`src/hdl/label_border_color_highlight_assert.svh`:
```
// ---------------------------------------------------------------------------
// label border colour highlight - assertion macros
// concurrent checks clocked on clk_i and held off while rst_ni is low
// ---------------------------------------------------------------------------
`ifndef LABEL_BORDER_COLOR_HIGHLIGHT_ASSERT_SVH
`define LABEL_BORDER_COLOR_HIGHLIGHT_ASSERT_SVH

// same-cycle implication
`define LBCH_ASSERT_NOW(name, ante, cons) \
  name: assert property (@(posedge clk_i) disable iff (!rst_ni) (ante) |-> (cons)) \
    else $error("lbch check failed");

// next-cycle implication
`define LBCH_ASSERT_NEXT(name, ante, cons) \
  name: assert property (@(posedge clk_i) disable iff (!rst_ni) (ante) |=> (cons)) \
    else $error("lbch check failed");

`endif

```
`src/hdl/lbch_ram.sv`:
```
// ---------------------------------------------------------------------------
// lbch_ram
// single-port synchronous RAM with a registered read, no reset on contents
// ---------------------------------------------------------------------------
module lbch_ram #(
  parameter int WIDTH = 8,
  parameter int DEPTH = 2
) (
  input  logic                                      clk_i,
  input  logic                                      we_i,
  input  logic [((DEPTH > 1) ? $clog2(DEPTH) : 1)-1:0] addr_i,
  input  logic [WIDTH-1:0]                          wdata_i,
  output logic [WIDTH-1:0]                          rdata_o
);

  logic [WIDTH-1:0] mem_q [DEPTH];
  logic [WIDTH-1:0] rdata_q;

  // read-first port, read data registered
  always_ff @(posedge clk_i) begin
    if (we_i) begin
      mem_q[addr_i] <= wdata_i;
    end
    rdata_q <= mem_q[addr_i];
  end

  assign rdata_o = rdata_q;

endmodule

```
`config.mk`:
```
export PLATFORM = sky130hd
export DESIGN_NAME = lbch_ram
export DESIGN_NICKNAME = d
export VERILOG_FILES = /design/src/hdl/label_border_color_highlight_assert.svh /design/src/hdl/lbch_ram.sv
export SDC_FILE = /design/constraint.sdc
export NUM_CORES = 1
export LEC_CHECK = 0
export ABC_AREA = 1
export BUFFER_PORTS_ARGS = -buffer_cell sky130_fd_sc_hd__buf_2
export CAP_MARGIN = 20
export CORE_ASPECT_RATIO = 0.8
export CORE_MARGIN = 3
export CORE_UTILIZATION = 37
export DETAILED_ROUTE_END_ITERATION = 10
export PLACE_DENSITY = 0.61
export SLEW_MARGIN = 20
export SYNTH_ARGS = -nofsm -noshare
export SYNTH_HDL_FRONTEND = slang
export SYNTH_SLANG_ARGS = --single-unit
```
`constraint.sdc`:
```
create_clock -name clk_i -period 2.08 [get_ports clk_i]
set_input_delay 0.52 -clock clk_i [delete_from_list [all_inputs] [get_ports clk_i]]
set_output_delay 0.52 -clock clk_i [all_outputs]
set_load 0.02 [all_outputs]
```
==> metrics.cfg <==
[final_layout]
area_growth_pct = 17.5
diodes = 0
nets = 87
fillCellCount = 162
fin_area_sq_um = 890
drive_gt1_share_pct = 28.4
utilization_pct = 50.2

[grt]
grt_pass1_vias = 332
grt_overflow = 0
grt_pass1_wl_mm = 1.35
grt_max_degree = 13
grtUsageTotal_pct = 7.54
antenna_found_initial = 0

[power]
power.switching_uw = 163
power_density_nw_per_um2 = 898
swShare_pct = 20.4
clockPowerShare_pct = 22.5
leakagePower_uw = 0.000397
sequentialPowerShare_pct = 69.2
p_int_uw = 635
p_comb_share_pct = 8.3
peakVddDrop_mv = 0.580

[timing]
worst_slew_pin_slew_ns = 0.682
layout_min_cycle_time_ns = 1.30
finalSetupTns_ns = 0
slew_headroom_pct = 54.4
setup_viol = 0
hold_ws_ns = 0.406
period_share_pct = 62.7
grt_setup_unrepaired = no
final_max_slew_viol_count = 0
clock_skew_ns = 0.000620
hold_viol_final = 0
max_freq_mhz = 767

[setup_path]
path_max_fanout = 11
r2r_start = mem_q[1][0]
path_delay_family = simple AND/OR/NAND/NOR gates
reg2reg_depth = 2
crit_type = input pin to flop
slowest_delay_ns = 0.55
path_cells = buf_2, nor2_1
crit_slowest_cell = nor2_1
critPathArrivalTime_ns = 1.24
startpoint_type = input pin
end_kind = flop
critPathBufInv = 1
r2r-end = rdata_o[0]
r2r_setup_slack_ns = 1.48
cp.required_ns = 2.02

[yosys]
synth.top_cell.area_share_pct = 63.5
netlist_area_sq_um = 757
syn_avg_cell_area_sq_um = 14.0
seq_area_frac_synth_pct = 84.6
synth_fp_nets = 65
ys_types = 6
synth_top_cell_by_area = edfxtp_1
synth-seq-cells = 24
synthCells = 54
yosysWarnings = 0
ys_top_cells_by_area = edfxtp_1 63%, dfxtp_1 21%, nand2_1 12%

[drt]
first_pass_iters = 2
ant_nets = 0
drt-initial-drc-count = 1
vias = 409
vias_per_cell = 4.26
wl_um = 916
remaining_drc_errors = 0
wl_per_cell_um = 9.54

[clock_network]
cts_sinks = 24
cts_resized = 0
hold_buffers = 0
cts_max_level = 1
cts_setup_buffers = 0
clk_path_buf_depth = 2
cts_made_buffers = 3
clk_latency_ns = 0.29
cts-root-buf = clkbuf_4
clkTransAtPathRegs_ns = 0.11
cts_tree = built

[place]
place_congestion = 0.708
io_buffers = 18
place_area_sq_um = 867
hpwl_um = 669

[floorplan]
placementRows = 13
die-height_um = 46.5
core_sq_um = 1770
dieWidth_um = 56.6
pin_count = 19
die_area_sq_um = 2630
start_util_pct = 42.7

[run]
cap_violations = 0

[hold_path]
holdPathEnd = mem_q[1][0]
min_path_type = input pin to flop
holdCritStartpoint = wdata_i[0]
hold_path_depth = 1

[status]
status = completed

## worst register-to-register path, cell delays in order (launching register included)
cell      delay, ns
edfxtp_1       0.38
nand2_1        0.07
nand2_1        0.05
## flip-flops by register name, summed over array words and instances (netlist names)
signal and cells:
mem_q 16, rdata_o 8
## power groups by stage
| stage | logic [uW] | registers, uW | clock network (uW) |
|---|---|---|---|
| floorplan | 21.3 | 582 | 0 |
| global placement | 66.8 | 564 | 0 |
| detailed placement | 67.4 | 564 | 0 |
| CTS | 67.4 | 553 | 190 |
| global route | 73.3 | 555 | 204 |
| finish | 66.3 | 552 | 180 |
## through the flow
step                      worst slack [ns]  std cells  total power, uW
after floorplan                      0.656         54              603
after CTS                            0.775         96              810
final                                0.776         96              799
after detailed placement             0.464         93              631
after global routing                 0.735         96              833
after global placement               0.522         93              631
## cell families after synthesis
group	Yosys count	share of synthesized area, %
and+or+nand+nor	26	12.9
buffers and inverters	4	2.48
DFF	24	84.6
## synth_stat cells, drive strengths merged
| cell | n |
|---|---|
| dfxtp | 8 |
| buf | 1 |
| nor2 | 1 |
| edfxtp | 16 |
| inv | 3 |
| nand2 | 25 |
## cell type report
cell class	instances	area, sq um	share of cell area [%]
Clock buffer	3	22.5	2.53
Tap cell	22	27.5	3.09
Timing Repair Buffer	18	90.1	10.1
Inverter	3	11.3	1.27
Multi-Input combinational cell	26	97.6	11.0
Sequential cell	24	641	72.0
## worst max path at each step
stage | startpoint | to | slack, ns | cells after the start
detailed placement | addr_i | mem_q[0][5] | 0.46 | 2
CTS | rdata_o[7] | rdata_o[7] | 0.77 | 1
finish | addr_i | mem_q[0][2] | 0.78 | 2
floorplan | addr_i | mem_q[0][0] | 0.66 | 2
global placement | addr_i | mem_q[0][5] | 0.52 | 2
global route | rdata_o[5] | rdata_o[5] | 0.73 | 1
## metal layers
layer / global-route usage, % / vias up / share of wire (%)
li1: - / 215 / -
met1: 6.69 / 182 / 38
met2: 13.8 / 12 / 54
met3: 5.04 / 0 / 8.5
met4: 2.84 / 0 / 0
met5: 0 / - / 0
## cell usage in the layout, fill, tap and decap left out
cell | Yosys | routed
nor2_1 | 1 | 1
dfxtp_1 | 8 | 8
inv_1 | 3 | 3
clkbuf_4 | 0 | 3
buf_2 | 0 | 18
nand2_1 | 25 | 25
edfxtp_1 | 16 | 16
Note: power is estimated with default switching activity, not from simulation.
